File: config.mk
export PLATFORM = sky130hd
export DESIGN_NAME = at_response_ipd_parser_unit
export DESIGN_NICKNAME = d
export VERILOG_FILES = /design/src/sv/atipd_pkg.sv /design/src/sv/at_response_ipd_parser_unit.sv
export SDC_FILE = /design/constraint.sdc
export NUM_CORES = 1
export LEC_CHECK = 0
export BUFFER_PORTS_ARGS = -buffer_cell sky130_fd_sc_hd__buf_2
export CAP_MARGIN = 20
export CELL_PAD_IN_SITES_DETAIL_PLACEMENT = 1
export CELL_PAD_IN_SITES_GLOBAL_PLACEMENT = 1
export CORE_MARGIN = 2
export CORE_UTILIZATION = 45
export DETAILED_ROUTE_END_ITERATION = 12
export PLACE_DENSITY = 0.82
export SLEW_MARGIN = 10
export SYNTH_ARGS = -nofsm -noshare
export SYNTH_HDL_FRONTEND = slang
export SYNTH_SLANG_ARGS = --single-unit
export TNS_END_PERCENT = 20
File: constraint.sdc
create_clock -name clk -period 5.95 [get_ports clk]
set_clock_uncertainty 0.05 [all_clocks]
set_input_delay 1.785 -clock clk [delete_from_list [all_inputs] [get_ports clk]]
set_output_delay 1.785 -clock clk [all_outputs]
set_load 0.01 [all_outputs]
File: src/sv/atipd_pkg.sv
// Package for the AT response and +IPD frame parser.
// Holds the op, mode, kind and response codes, the fixed reply texts and the prefix compare.
// No dependencies.
package atipd_pkg;

	localparam int unsigned LINE_DEPTH_DEF = 256;

	// Only the first bytes of a line are kept; no reply text is longer.
	localparam int unsigned PREFIX_LEN = 12;
	localparam int unsigned PREFIX_IW  = $clog2(PREFIX_LEN);

	localparam int unsigned IPD_LEN      = 5;
	localparam int unsigned OK_LEN       = 2;
	localparam int unsigned SEND_CMD_LEN = 11;
	localparam int unsigned SEND_MIN_LEN = 12;
	localparam int unsigned REPLY_NUM    = 8;

	localparam logic [7:0] ASCII_ZERO  = 8'h30;
	localparam logic [7:0] ASCII_CR    = 8'h0D;
	localparam logic [7:0] ASCII_LF    = 8'h0A;
	localparam logic [7:0] ASCII_NUL   = 8'h00;
	localparam logic [7:0] KEY_COMMA   = 8'h2C;
	localparam logic [7:0] KEY_COLON   = 8'h3A;
	localparam logic [7:0] KEY_PROMPT  = 8'h3E;

	typedef logic [PREFIX_LEN-1:0][7:0] prefix_t;

	typedef enum logic [1:0] {
		OP_BYTE      = 2'd0,
		OP_ARM_SEND  = 2'd1,
		OP_FORCE_CMD = 2'd2
	} op_t;

	typedef enum logic [2:0] {
		MODE_LINES   = 3'd0,
		MODE_ID      = 3'd1,
		MODE_LEN     = 3'd2,
		MODE_PAYLOAD = 3'd3,
		MODE_PROMPT  = 3'd4
	} mode_t;

	typedef enum logic [1:0] {
		KIND_RESPONSE = 2'd0,
		KIND_HEADER   = 2'd1,
		KIND_PAYLOAD  = 2'd2
	} kind_t;

	typedef enum logic [3:0] {
		RESP_READY       = 4'd0,
		RESP_OK          = 4'd1,
		RESP_ERROR       = 4'd2,
		RESP_NO_CHANGE   = 4'd3,
		RESP_BUSY        = 4'd4,
		RESP_DATA        = 4'd5,
		RESP_SEND_PROMPT = 4'd6,
		RESP_SEND_OK     = 4'd7,
		RESP_LINK_NOT    = 4'd8
	} resp_t;

	// Turns a string literal of n characters into a prefix, first character at index 0.
	function automatic prefix_t to_text(input logic [8*PREFIX_LEN-1:0] s, input int unsigned n);
		prefix_t t;
		t = '0;
		for (int unsigned i = 0; i < PREFIX_LEN; i++) begin
			if (i < n) begin
				t[i] = s[8*(n-1-i) +: 8];
			end
		end
		return t;
	endfunction

	// True when the first n bytes of s equal those of t.
	function automatic logic prefix_is(input prefix_t s, input prefix_t t, input int unsigned n);
		logic ok;
		ok = (n <= PREFIX_LEN);
		for (int unsigned i = 0; i < PREFIX_LEN; i++) begin
			if (i < n && s[i] != t[i]) begin
				ok = 1'b0;
			end
		end
		return ok;
	endfunction

	localparam prefix_t TEXT_IPD  = to_text("+IPD,", IPD_LEN);
	localparam prefix_t TEXT_OK   = to_text("OK", OK_LEN);
	localparam prefix_t TEXT_SEND = to_text("AT+CIPSEND=", SEND_CMD_LEN);

	localparam prefix_t REPLY_TEXT [REPLY_NUM] = '{
		to_text("ready", 5),
		to_text("OK", 2),
		to_text("ERROR", 5),
		to_text("no change", 9),
		to_text("busy", 4),
		to_text("busy now ...", 12),
		to_text("SEND OK", 7),
		to_text("link is not", 11)
	};

	localparam int unsigned REPLY_LEN [REPLY_NUM] = '{5, 2, 5, 9, 4, 12, 7, 11};

	localparam resp_t REPLY_CODE [REPLY_NUM] = '{
		RESP_READY, RESP_OK, RESP_ERROR, RESP_NO_CHANGE,
		RESP_BUSY, RESP_BUSY, RESP_SEND_OK, RESP_LINK_NOT
	};

endpackage

File: src/sv/at_response_ipd_parser_unit.sv
// Top level of the AT response and +IPD frame parser: input register, parse logic, result register.
// Depends on atipd_pkg for codes, reply texts and the prefix compare.
//
//   channel   handshake                   payload
//   byte      byte_valid / byte_stall     op, rx_byte
//   result    result_valid / result_stall kind, response, conn_id, frame_length,
//                                         payload_byte, payload_index, last_byte
//
// A request taken into the input register is parsed out of it, and any result loads into the
// result register unless a stalled result holds the request there; one request is taken
// per cycle while byte_stall is low.
// The combinational path between the registers is the parse step: the 12-byte prefix compare against the reply texts
// and the length accumulator's multiply by ten with its digit add.
// Reset (arst_n low) returns the parser to command mode with empty counters and a zero prefix.
// A stalled result holds the request in the input register, and byte_stall rises only then.
module at_response_ipd_parser_unit
	import atipd_pkg::*;
#(
	parameter int unsigned LINE_DEPTH = LINE_DEPTH_DEF
) (
	input  logic        clk,
	input  logic        arst_n,
	input  logic        byte_valid,
	output logic        byte_stall,
	input  logic [1:0]  op,
	input  logic [7:0]  rx_byte,
	output logic        result_valid,
	input  logic        result_stall,
	output logic [1:0]  kind,
	output logic [3:0]  response,
	output logic [7:0]  conn_id,
	output logic [15:0] frame_length,
	output logic [7:0]  payload_byte,
	output logic [15:0] payload_index,
	output logic        last_byte
);

	// Capture counters must hold the value LINE_DEPTH itself before they wrap.
	localparam int unsigned CW = $clog2(LINE_DEPTH + 1);

	// Input register.
	logic        in_vld_s1;
	logic [1:0]  op_s1;
	logic [7:0]  rx_s1;

	// Parser state.
	mode_t       mode_q, mode_n;
	logic [CW-1:0] lc_q, lc_n;
	logic [CW-1:0] sc_q, sc_n;
	prefix_t     store_q, store_n;
	logic [15:0] acc_q, acc_n;
	logic [15:0] exp_q, exp_n;
	logic [15:0] bp_q, bp_n;
	logic [7:0]  conn_q, conn_n;

	// Result register.
	logic        out_vld_q;
	kind_t       kind_q;
	resp_t       resp_q;
	logic [7:0]  conn_out_q;
	logic [15:0] len_out_q;
	logic [7:0]  pbyte_q;
	logic [15:0] pidx_q;
	logic        last_q;

	// A full result register that is stalled freezes the request waiting in the input register.
	logic out_hold;
	logic proc_go;

	assign out_hold   = out_vld_q & result_stall;
	assign proc_go    = in_vld_s1 & ~out_hold;
	assign byte_stall = in_vld_s1 & out_hold;

	// Line capture: splits on CR or LF, and also closes early on a "+IPD," prefix.
	logic [CW-1:0] lc_w;
	logic [CW-1:0] lc_after;
	logic [CW-1:0] line_len;
	prefix_t       store_line;
	logic          line_eol;
	logic          line_ipd;

	always_comb begin
		lc_w       = (lc_q >= CW'(LINE_DEPTH)) ? '0 : lc_q;
		store_line = store_q;
		if (lc_w < CW'(PREFIX_LEN)) begin
			store_line[lc_w[PREFIX_IW-1:0]] = rx_s1;
		end
		line_eol = (rx_s1 == ASCII_CR) || (rx_s1 == ASCII_LF);
		lc_after = line_eol ? '0 : lc_w + CW'(1);
		line_len = line_eol ? lc_w : '0;
		line_ipd = (lc_after == CW'(IPD_LEN)) && prefix_is(store_line, TEXT_IPD, IPD_LEN);
		if (line_ipd) begin
			line_len = CW'(IPD_LEN);
			lc_after = '0;
		end
	end

	// Reply match on a completed line. The reply lengths all differ where the texts could
	// both match, so at most one entry hits.
	logic  reply_hit;
	resp_t reply_code;

	always_comb begin
		reply_hit  = 1'b0;
		reply_code = RESP_READY;
		for (int unsigned k = 0; k < REPLY_NUM; k++) begin
			if (line_len == CW'(REPLY_LEN[k]) && prefix_is(store_line, REPLY_TEXT[k], REPLY_LEN[k])) begin
				reply_hit  = 1'b1;
				reply_code = REPLY_CODE[k];
			end
		end
	end

	// Split capture up to a key byte that depends on the mode. A key byte at the first
	// position of a field counts as data.
	logic [CW-1:0] sc_w;
	logic [CW-1:0] sc_after;
	prefix_t       store_split;
	logic [7:0]    split_key;
	logic          split_end;
	logic [15:0]   acc_base;
	logic [15:0]   acc_step;

	always_comb begin
		case (mode_q)
			MODE_ID:  split_key = KEY_COMMA;
			MODE_LEN: split_key = KEY_COLON;
			default:  split_key = KEY_PROMPT;
		endcase
		sc_w        = (sc_q >= CW'(LINE_DEPTH)) ? '0 : sc_q;
		store_split = store_q;
		if (sc_w < CW'(PREFIX_LEN)) begin
			store_split[sc_w[PREFIX_IW-1:0]] = rx_s1;
		end
		split_end = (sc_w != '0) && (rx_s1 == split_key);
		sc_after  = split_end ? '0 : sc_w + CW'(1);
		// Decimal length: every byte adds (byte - '0'), digit or not, modulo 2^16.
		acc_base  = (sc_w == '0) ? 16'd0 : acc_q;
		acc_step  = {acc_base[12:0], 3'b000} + {acc_base[14:0], 1'b0}
			+ {8'd0, rx_s1} - {8'd0, ASCII_ZERO};
	end

	// Parse step for the request in the input register.
	logic        res_vld;
	kind_t       res_kind;
	resp_t       res_resp;
	logic [7:0]  res_conn;
	logic [15:0] res_len;
	logic [7:0]  res_pbyte;
	logic [15:0] res_pidx;
	logic        res_last;

	always_comb begin
		mode_n    = mode_q;
		lc_n      = lc_q;
		sc_n      = sc_q;
		store_n   = store_q;
		acc_n     = acc_q;
		exp_n     = exp_q;
		bp_n      = bp_q;
		conn_n    = conn_q;
		res_vld   = 1'b0;
		res_kind  = KIND_RESPONSE;
		res_resp  = RESP_READY;
		res_conn  = '0;
		res_len   = '0;
		res_pbyte = '0;
		res_pidx  = '0;
		res_last  = 1'b0;
		case (op_s1)
			OP_ARM_SEND: begin
				mode_n = MODE_PROMPT;
			end
			OP_FORCE_CMD: begin
				mode_n = MODE_LINES;
			end
			OP_BYTE: begin
				case (mode_q)
					MODE_LINES: begin
						// Zero bytes never enter a line.
						if (rx_s1 != ASCII_NUL) begin
							lc_n    = lc_after;
							store_n = store_line;
							if (line_ipd) begin
								mode_n = MODE_ID;
							end
							if (reply_hit) begin
								res_vld  = 1'b1;
								res_resp = reply_code;
							end
						end
					end
					MODE_ID: begin
						sc_n    = sc_after;
						store_n = store_split;
						if (split_end) begin
							conn_n = store_split[0] - ASCII_ZERO;
							mode_n = MODE_LEN;
						end
					end
					MODE_LEN: begin
						sc_n    = sc_after;
						store_n = store_split;
						if (split_end) begin
							exp_n    = acc_q;
							bp_n     = '0;
							mode_n   = MODE_PAYLOAD;
							res_vld  = 1'b1;
							res_kind = KIND_HEADER;
							res_conn = conn_q;
							res_len  = acc_q;
						end else begin
							acc_n = acc_step;
						end
					end
					MODE_PAYLOAD: begin
						if (bp_q < exp_q) begin
							// Payload bytes pass through untouched, zero bytes included.
							bp_n      = bp_q + 16'd1;
							res_vld   = 1'b1;
							res_kind  = KIND_PAYLOAD;
							res_conn  = conn_q;
							res_len   = exp_q;
							res_pbyte = rx_s1;
							res_pidx  = bp_q;
							res_last  = (bp_q + 16'd1 == exp_q);
						end else if (rx_s1 != ASCII_NUL) begin
							// After the payload, either the closing OK line or a new frame.
							lc_n    = lc_after;
							store_n = store_line;
							if (line_ipd) begin
								mode_n = MODE_ID;
							end else if (line_len == CW'(OK_LEN)
								&& prefix_is(store_line, TEXT_OK, OK_LEN)) begin
								mode_n   = MODE_LINES;
								res_vld  = 1'b1;
								res_resp = RESP_DATA;
							end
						end
					end
					MODE_PROMPT: begin
						sc_n    = sc_after;
						store_n = store_split;
						if (split_end && sc_w > CW'(SEND_MIN_LEN)
							&& prefix_is(store_split, TEXT_SEND, SEND_CMD_LEN)) begin
							mode_n   = MODE_LINES;
							res_vld  = 1'b1;
							res_resp = RESP_SEND_PROMPT;
						end
					end
					default: begin
						mode_n = MODE_LINES;
					end
				endcase
			end
			default: begin
				// The unused op code changes nothing.
			end
		endcase
	end

	// Input register.
	always_ff @(posedge clk or negedge arst_n) begin
		if (!arst_n) begin
			in_vld_s1 <= 1'b0;
		end else if (!byte_stall) begin
			in_vld_s1 <= byte_valid;
		end
	end

	always_ff @(posedge clk) begin
		if (byte_valid && !byte_stall) begin
			op_s1 <= op;
			rx_s1 <= rx_byte;
		end
	end

	// Parser state.
	always_ff @(posedge clk or negedge arst_n) begin
		if (!arst_n) begin
			mode_q  <= MODE_LINES;
			lc_q    <= '0;
			sc_q    <= '0;
			store_q <= '0;
			acc_q   <= '0;
			exp_q   <= '0;
			bp_q    <= '0;
			conn_q  <= '0;
		end else if (proc_go) begin
			mode_q  <= mode_n;
			lc_q    <= lc_n;
			sc_q    <= sc_n;
			store_q <= store_n;
			acc_q   <= acc_n;
			exp_q   <= exp_n;
			bp_q    <= bp_n;
			conn_q  <= conn_n;
		end
	end

	// Result register. It refills in the same cycle that its old content is taken.
	always_ff @(posedge clk or negedge arst_n) begin
		if (!arst_n) begin
			out_vld_q <= 1'b0;
		end else if (!out_hold) begin
			out_vld_q <= proc_go & res_vld;
		end
	end

	always_ff @(posedge clk) begin
		if (proc_go && res_vld) begin
			kind_q     <= res_kind;
			resp_q     <= res_resp;
			conn_out_q <= res_conn;
			len_out_q  <= res_len;
			pbyte_q    <= res_pbyte;
			pidx_q     <= res_pidx;
			last_q     <= res_last;
		end
	end

	assign result_valid  = out_vld_q;
	assign kind          = kind_q;
	assign response      = resp_q;
	assign conn_id       = conn_out_q;
	assign frame_length  = len_out_q;
	assign payload_byte  = pbyte_q;
	assign payload_index = pidx_q;
	assign last_byte     = last_q;

`ifndef SYNTHESIS
	a_pos_bound: assert property (@(posedge clk) disable iff (!arst_n)
		bp_q <= exp_q)
		else $error("payload position ran past the frame length");

	a_payload_step: assert property (@(posedge clk) disable iff (!arst_n)
		(proc_go && res_vld && res_kind == KIND_PAYLOAD) |=> bp_q == $past(bp_q) + 16'd1)
		else $error("payload result without a position step");

	a_header_mode: assert property (@(posedge clk) disable iff (!arst_n)
		(proc_go && res_vld && res_kind == KIND_HEADER) |=> mode_q == MODE_PAYLOAD && bp_q == '0)
		else $error("frame header did not start the payload");

	a_stall_cause: assert property (@(posedge clk) disable iff (!arst_n)
		byte_stall |-> (out_vld_q && in_vld_s1))
		else $error("request stalled while the result register can move");
`endif

endmodule
# ---- Word-level counts from Yosys, hierarchy flattened
# Index checks and enable logic that the tools add are counted.
dict set report word_totals {
  regBits 240
  wordCells 339
}
dict set report op_classes {
  magnitude_cmp 10
  eq_ne 94
  reduce_logical 39
  bitwise_logic 6
  mux 153
  n_addsub 7
}
# cell count
set ops {}
lappend ops {{inequality test 8 x 7 -> 1 bit, second input constant} 53}
lappend ops {{2-to-1 mux 96 bit} 4}
lappend ops {{one-hot mux 96 bit (3 select lines)} 1}
lappend ops {{bitwise mux 96 bit} 2}
lappend ops {{2-to-1 mux 1 bit} 93}
lappend ops {{inequality test 8 x 6 -> 1 bit, second input constant} 11}
lappend ops {{2-to-1 mux 9 bit} 9}
lappend ops {{demux 8 bit (select 4 bit)} 2}
lappend ops {{2-to-1 mux 16 bit} 4}
lappend ops {{one-hot mux 16 bit (2 select lines)} 2}
lappend ops {{2-to-1 mux 3 bit} 17}
lappend ops {{== test 9 x 3 -> 1 bit, second input constant} 4}
lappend ops {{2-to-1 mux 8 bit} 4}
lappend ops {{== test 9 x 4 -> 1 bit, second input constant} 3}
lappend ops {{inequality test 3 bit, second input constant} 7}
lappend ops {{AND reduction 4 bit} 5}
lappend ops {{adder 9 x 1 -> 9 bit, second input constant} 2}
lappend ops {{>= comparator 9 bit, second input constant} 2}
lappend ops {{less-than comparator 9 x 4 -> 1 bit, second input constant} 2}
lappend ops {{one-hot mux 9 bit (2 select lines)} 1}
lappend ops {{logical AND 1 bit} 17}
lappend ops {{adder 16 x 1 -> 16 bit, second input constant} 1}
lappend ops {{adder 16 bit} 1}
lappend ops {{adder 16 x 8 -> 16 bit} 1}
lappend ops {{other kinds (43)} 61}

# ---- Longest topological paths before layout
dict set report logic_depth {
  depth_word 31
  mapped_depth 23
}

# ---- Least setup slack after synthesis
# No wires, ideal clock.
dict set report synth_path {
  path_kind {reg2reg}
  start {register sc_q[8]}
  end {register conn_out_q[0], in the netlist conn_id[0] (enable)}
  arrival_time_ps 5908
  setup_ps 423
  synth_period_minus_slack_ps 6381
  path_buffers 3
  path_slack_ps -431
  path_stages_with_launch 18
  cell_sequence {dfrtp_1 -> clkbuf_1 -> clkbuf_1 -> nor2b_1 -> inv_1 -> ha_1 -> and2_1 -> a31oi_1 -> clkbuf_1 -> mux2i_1 -> ha_1 -> or3b_2 -> a2111oi_0 -> o221ai_1 -> nor4_1 -> nand4_1 -> nor3b_1 -> o41a_1}
}
dict set report synth_between {
  elab_chain_cells 27
  elab_cells_between_ends 44
  classes_between {order compare (5); eq/ne (11); mux (22); reduce/logical (6)}
}
# item line
set synth_rtl {}
lappend synth_rtl {{start, declared} at_response_ipd_parser_unit.sv:49} ;# logic [CW-1:0] sc_q, sc_n;
lappend synth_rtl {{start signal, assigned} at_response_ipd_parser_unit.sv:292} ;# sc_q <= sc_n;
lappend synth_rtl {{>= comparator 9 bit} at_response_ipd_parser_unit.sv:130} ;# sc_w = (sc_q >= CW'(LINE_DEPTH)) ? '0 : sc_q;
lappend synth_rtl {{2-to-1 mux 9 bit (*)} at_response_ipd_parser_unit.sv:130}
lappend synth_rtl {{less-than comparator 4 x 5 -> 1 bit (not written as such) / >= comparator 4 x 1 -> 1 bit (equally long branches)} at_response_ipd_parser_unit.sv:133} ;# store_split[sc_w[PREFIX_IW-1:0]] = rx_s1;
lappend synth_rtl {{logical AND 1 bit (not written as such)} at_response_ipd_parser_unit.sv:133}
lappend synth_rtl {{2-to-1 mux 8 bit (not written as such)} at_response_ipd_parser_unit.sv:133}
lappend synth_rtl {{demux 8 bit (select 4 bit)} at_response_ipd_parser_unit.sv:133}
lappend synth_rtl {{bitwise mux 96 bit} at_response_ipd_parser_unit.sv:133}
lappend synth_rtl {{2-to-1 mux 96 bit} at_response_ipd_parser_unit.sv:132} ;# if (sc_w < CW'(PREFIX_LEN)) begin
lappend synth_rtl {{inequality test 8 x 7 -> 1 bit} atipd_pkg.sv:77} ;# if (i < n && s[i] != t[i]) begin
lappend synth_rtl {{2-to-1 mux 1 bit (11 in a row)} atipd_pkg.sv:77}
lappend synth_rtl {{2-to-1 mux 1 bit} at_response_ipd_parser_unit.sv:178} ;# case (mode_q)
lappend synth_rtl {{2-to-1 mux 1 bit} at_response_ipd_parser_unit.sv:170} ;# case (op_s1)
lappend synth_rtl {{logical AND 1 bit} at_response_ipd_parser_unit.sv:245} ;# && prefix_is(store_split, TEXT_SEND, SEND_CMD_LEN)) begin
lappend synth_rtl {{2-to-1 mux 1 bit} at_response_ipd_parser_unit.sv:244} ;# if (split_end && sc_w > CW'(SEND_MIN_LEN)
lappend synth_rtl {{one-hot mux 1 bit (4 select lines) (*)} at_response_ipd_parser_unit.sv:178}
lappend synth_rtl {{2-to-1 mux 1 bit (*)} at_response_ipd_parser_unit.sv:170}
lappend synth_rtl {{logical AND 1 bit (*)} at_response_ipd_parser_unit.sv:311} ;# if (proc_go && res_vld) begin
lappend synth_rtl {{end signal, assigned} at_response_ipd_parser_unit.sv:314} ;# conn_out_q <= res_conn;
lappend synth_rtl {{end, declared} at_response_ipd_parser_unit.sv:60} ;# logic [7:0] conn_out_q;
# Mark *: on every way between the ends. The rest lies on a longest branch, timed or not. The select of a mux whose other input is x is not followed.
# A chain may end at the register's enable or synchronous reset.

# ---- Final worst setup path
dict set report layout_path {
  start {register sc_q[8]}
  end {register mode_q[2]}
}
dict set report layout_between {
  elab_chain_cells 25
  elab_cells_between_ends 43
  classes_between {order compare (5); eq/ne (14); mux (18); reduce/logical (6)}
}
# item line
set layout_rtl {}
lappend layout_rtl {{>= comparator 9 bit} at_response_ipd_parser_unit.sv:130}
lappend layout_rtl {{2-to-1 mux 9 bit (*)} at_response_ipd_parser_unit.sv:130}
lappend layout_rtl {{less-than comparator 4 x 5 -> 1 bit (not written as such) / >= comparator 4 x 1 -> 1 bit (equally long branches)} at_response_ipd_parser_unit.sv:133}
lappend layout_rtl {{logical AND 1 bit (not written as such)} at_response_ipd_parser_unit.sv:133}
lappend layout_rtl {{2-to-1 mux 8 bit (not written as such)} at_response_ipd_parser_unit.sv:133}
lappend layout_rtl {{demux 8 bit (select 4 bit)} at_response_ipd_parser_unit.sv:133}
lappend layout_rtl {{bitwise mux 96 bit} at_response_ipd_parser_unit.sv:133}
lappend layout_rtl {{2-to-1 mux 96 bit} at_response_ipd_parser_unit.sv:132}
lappend layout_rtl {{inequality test 8 x 7 -> 1 bit} atipd_pkg.sv:77}
lappend layout_rtl {{2-to-1 mux 1 bit (11 in a row)} atipd_pkg.sv:77}
lappend layout_rtl {{2-to-1 mux 1 bit} at_response_ipd_parser_unit.sv:178}
lappend layout_rtl {{2-to-1 mux 1 bit} at_response_ipd_parser_unit.sv:170}
lappend layout_rtl {{logical AND 1 bit} at_response_ipd_parser_unit.sv:245}
lappend layout_rtl {{inequality test 3 bit (no line)} n/a}
lappend layout_rtl {{AND reduction 10 bit (no line) (*)} n/a}
lappend layout_rtl {{end signal, assigned} at_response_ipd_parser_unit.sv:290} ;# mode_q <= mode_n;
lappend layout_rtl {{end, declared} at_response_ipd_parser_unit.sv:47} ;# mode_t mode_q, mode_n;
# Marked as above.

==> flow_summary.ini <==
[status]
status = finished clean

[route]
drtIter0Drc = 1257
firstDrtPassIters = 6
wl_met2_um = 27060
drt-total-wl_um = 59150
met1_length_um = 25390
vias = 14430
vias_per_cell = 6.503
wl_met3_um = 4316
drc = 0
drt.antenna.violating_nets = 0
wl_per_cell_um = 26.66
highest_layer = met4

[critical_path]
slowest_stage = a2111oi_1
cp-start-kind = register
cp.required_ns = 6.37
critical_path_class = reg -> reg
critPathMaxFanout = 8
cp_cell_sequence = nor2b_1 > inv_1 > ha_1 > and2_1 > a31oi_4 > mux2i_1 > ha_1 > or3b_2 > a2111oi_1 > o221ai_1 > nor4_1 > nand4_1 > o41ai_2 > a21oi_1 > o32ai_2 > mux2_1
cp-end-kind = register
cpLargestDelayFamily = compound AO/OA/AOI/OAI gates
cp_common_cell = ha_1
slowest_delay_ns = 0.64
critPathArrivalTime_ns = 6.07
cp_num_buf_inv = 1

[clocking]
cts_num_sinks = 240
root_buffer = clkbuf_16
numCtsBuffers = 28
tritoncts = yes
insertion_delay_ns = 0.59
cts_buffer_depth = 3
cts_setup_buffers = 0
clk_pin_slew_ns = 0.06
cts_resized = 0
htree_levels = 1
hold_buffers = 0

[synth]
synth_warnings = 0
synthTopCellsByCount = dfrtp_1, nand2_1, mux2_2
syn-num-nets = 1761
syn_area_um2 = 16000
syn-mean-instance-area_um2 = 9.526
synthCells = 1680
ys_ff_latch = 240
synth_most_common_cell = dfrtp_1
synth.area.top_cells = dfrtp_1, edfxtp_1, mux2_2
seq_area_frac_synth_pct = 39.56
yosysUniqueCellTypes = 82
yosysTopAreaCell = dfrtp_1
synth_edf_count = 65
synthArstFlopShare_pct = 72.92
synthFlopType = dfrtp_1
synth_top_area_share_pct = 27.37

[floorplan]
num_io_pins = 71
rows = 69
fp.dieArea_um2 = 37090
start_util_pct = 45.32
dieWidth_um = 192.6
die_y_um = 192.6
coreArea_um2 = 35310

[timing]
fin_crit_ns = 5.657
rsz0062_at_grt = true
slew_violations = 0
setup_viol = 0
fin_crit_sh_pct = 95.08
worst_slew_pin_slew_ns = 1.148
max_freq_mhz = 176.8
max_slew_margin_pct = 21.50
final_hold_viol_count = 0

[power_and_ir_drop]
vdd_ir_drop_max_mv = 0.2805
power_density_nw_per_um2 = 422.2
cellLeakagePower_nw = 7.662

[global_routing]
grt_overflow = 0
antenna_found_initial = 0
track_usage_pct = 31.90
first_global_vias = 14825
grt_max_degree = 176
grt_pass1_wl_um = 89900

[layout]
fill_cells = 3960
syn2layout_area_growth_pct = 12.78
fin_nets = 1817
drive_gt1_share_pct = 18.17
final_cells = 2219
fin_area_um2 = 18050

[min_path]
hp-class = reg -> reg

[place]
hpwl_um = 43490
placed_cell_area_um2 = 17010
place_congestion = 1.011
place_inst = 2167
portBuffers = 70

[flow_run]
maxCapViolCount = 0
==> worst min-delay path, delay by kind of cell (launching register included) <==
family	cells	cell delay, ns
flops	1	0.33
compound gates	1	0.07
simple gates	1	0.05
==> cells in the final DEF (no fill, tap or decap), types with 15 or more instances in the layout <==
cell type and count:
nor3_1 41, buf_2 69, nor4_1 39, a22o_1 19, nor2_1 115, nand2_1 150, and2_1 41, xnor2_1 31
mux2_2 120, inv_1 67, nand3_1 54, edfxtp_1 65, a31oi_1 21, nor3b_1 19, nand2b_1 22, nor4bb_1 15
o21ai_0 101, o31ai_1 17, nor2b_1 26, dfrtp_1 175, mux2i_1 53, buf_4 42, clkbuf_16 30, a21oi_1 44
and3_1 18, ha_1 61, nand4_1 34
==> report_power, final <==
part	switching (mW)	internal, mW	total [mW]
sequential	0.463	1.96	2.42
clock	0.746	1.15	1.89
combinational	2.00	1.31	3.31
==> per-stage QoR <==
step / setup slack, ns / power, mW / hold WS, ns / util [%] / TNS, ns
after floorplan: 0.1814 / 4.430 / 0.3918 / - / 0
after global placement: 0.6154 / 5.407 / 0.4124 / 48.13 / 0
after detailed placement: 0.1761 / 5.565 / 0.4337 / 48.18 / 0
after CTS: 0.0004734 / 7.513 / 0.4468 / 51.05 / 0
after global routing: -0.06532 / 7.983 / 0.4600 / 51.10 / -0.06532
final: 0.2929 / 7.620 / 0.4358 / 51.11 / 0
==> routing by layer <==
| metal | vias to the layer above | track usage (%) |
|---|---|---|
| met5 | - | 0 |
| met4 | 0 | 12.65 |
| met3 | 151 | 6.183 |
| met2 | 616 | 50.94 |
| met1 | 7303 | 42.57 |
| li1 | 6360 | - |
==> cell families after synthesis <==
group / count (synthesis) / share of synthesized area, %
AND/OR/NAND/NOR: 681 / 23.62
AO/OA/AOI/OAI: 314 / 13.17
flip-flops: 240 / 39.56
multiplexers: 175 / 11.90
buffers and inverters: 158 / 3.769
adder cells (fa/ha/maj): 67 / 5.520
XOR/XNOR: 45 / 2.463
==> state kept, by name, summed over array words and instances (netlist names), 2 cells and up <==
signal and count:
bp_q 16, payload_byte 8, store_q 96, response 4, conn_id 8, lc_q 9
payload_index 16, sc_q 9, rx_s1 8, acc_q 16, mode_q 3, conn_q 8
exp_q 16, op_s1 2, kind 2, frame_length 16
==> area by class of cell <==
class	instances	area (um2)	share of cell area (%)
antenna	2	5.005	0.02773
clock inverter	10	185.2	1.026
clock buffer	40	828.3	4.590
inverter	68	255.2	1.414
multi-input combinational	1282	9123	50.55
tap	461	576.8	3.196
sequential	240	6331	35.08
timing repair buffer	116	743.2	4.118
==> final timing paths <==
kind | startpoint | end | slack, ns | depth (start not counted)
setup reg to reg | sc_q[8] | mode_q[2] | 0.29 | 16
max in group asynchronous | arst_n | store_q[62] | 3.77 | 2
min in group asynchronous | arst_n | exp_q[15] | 1.30 | 2
hold reg to reg | conn_q[1] | conn_q[1] | 0.44 | 2
setup / recovery | sc_q[8] | mode_q[2] | 0.29 | 16
hold / removal | conn_q[1] | conn_q[1] | 0.44 | 2
Power figures use the tool's default switching activity.
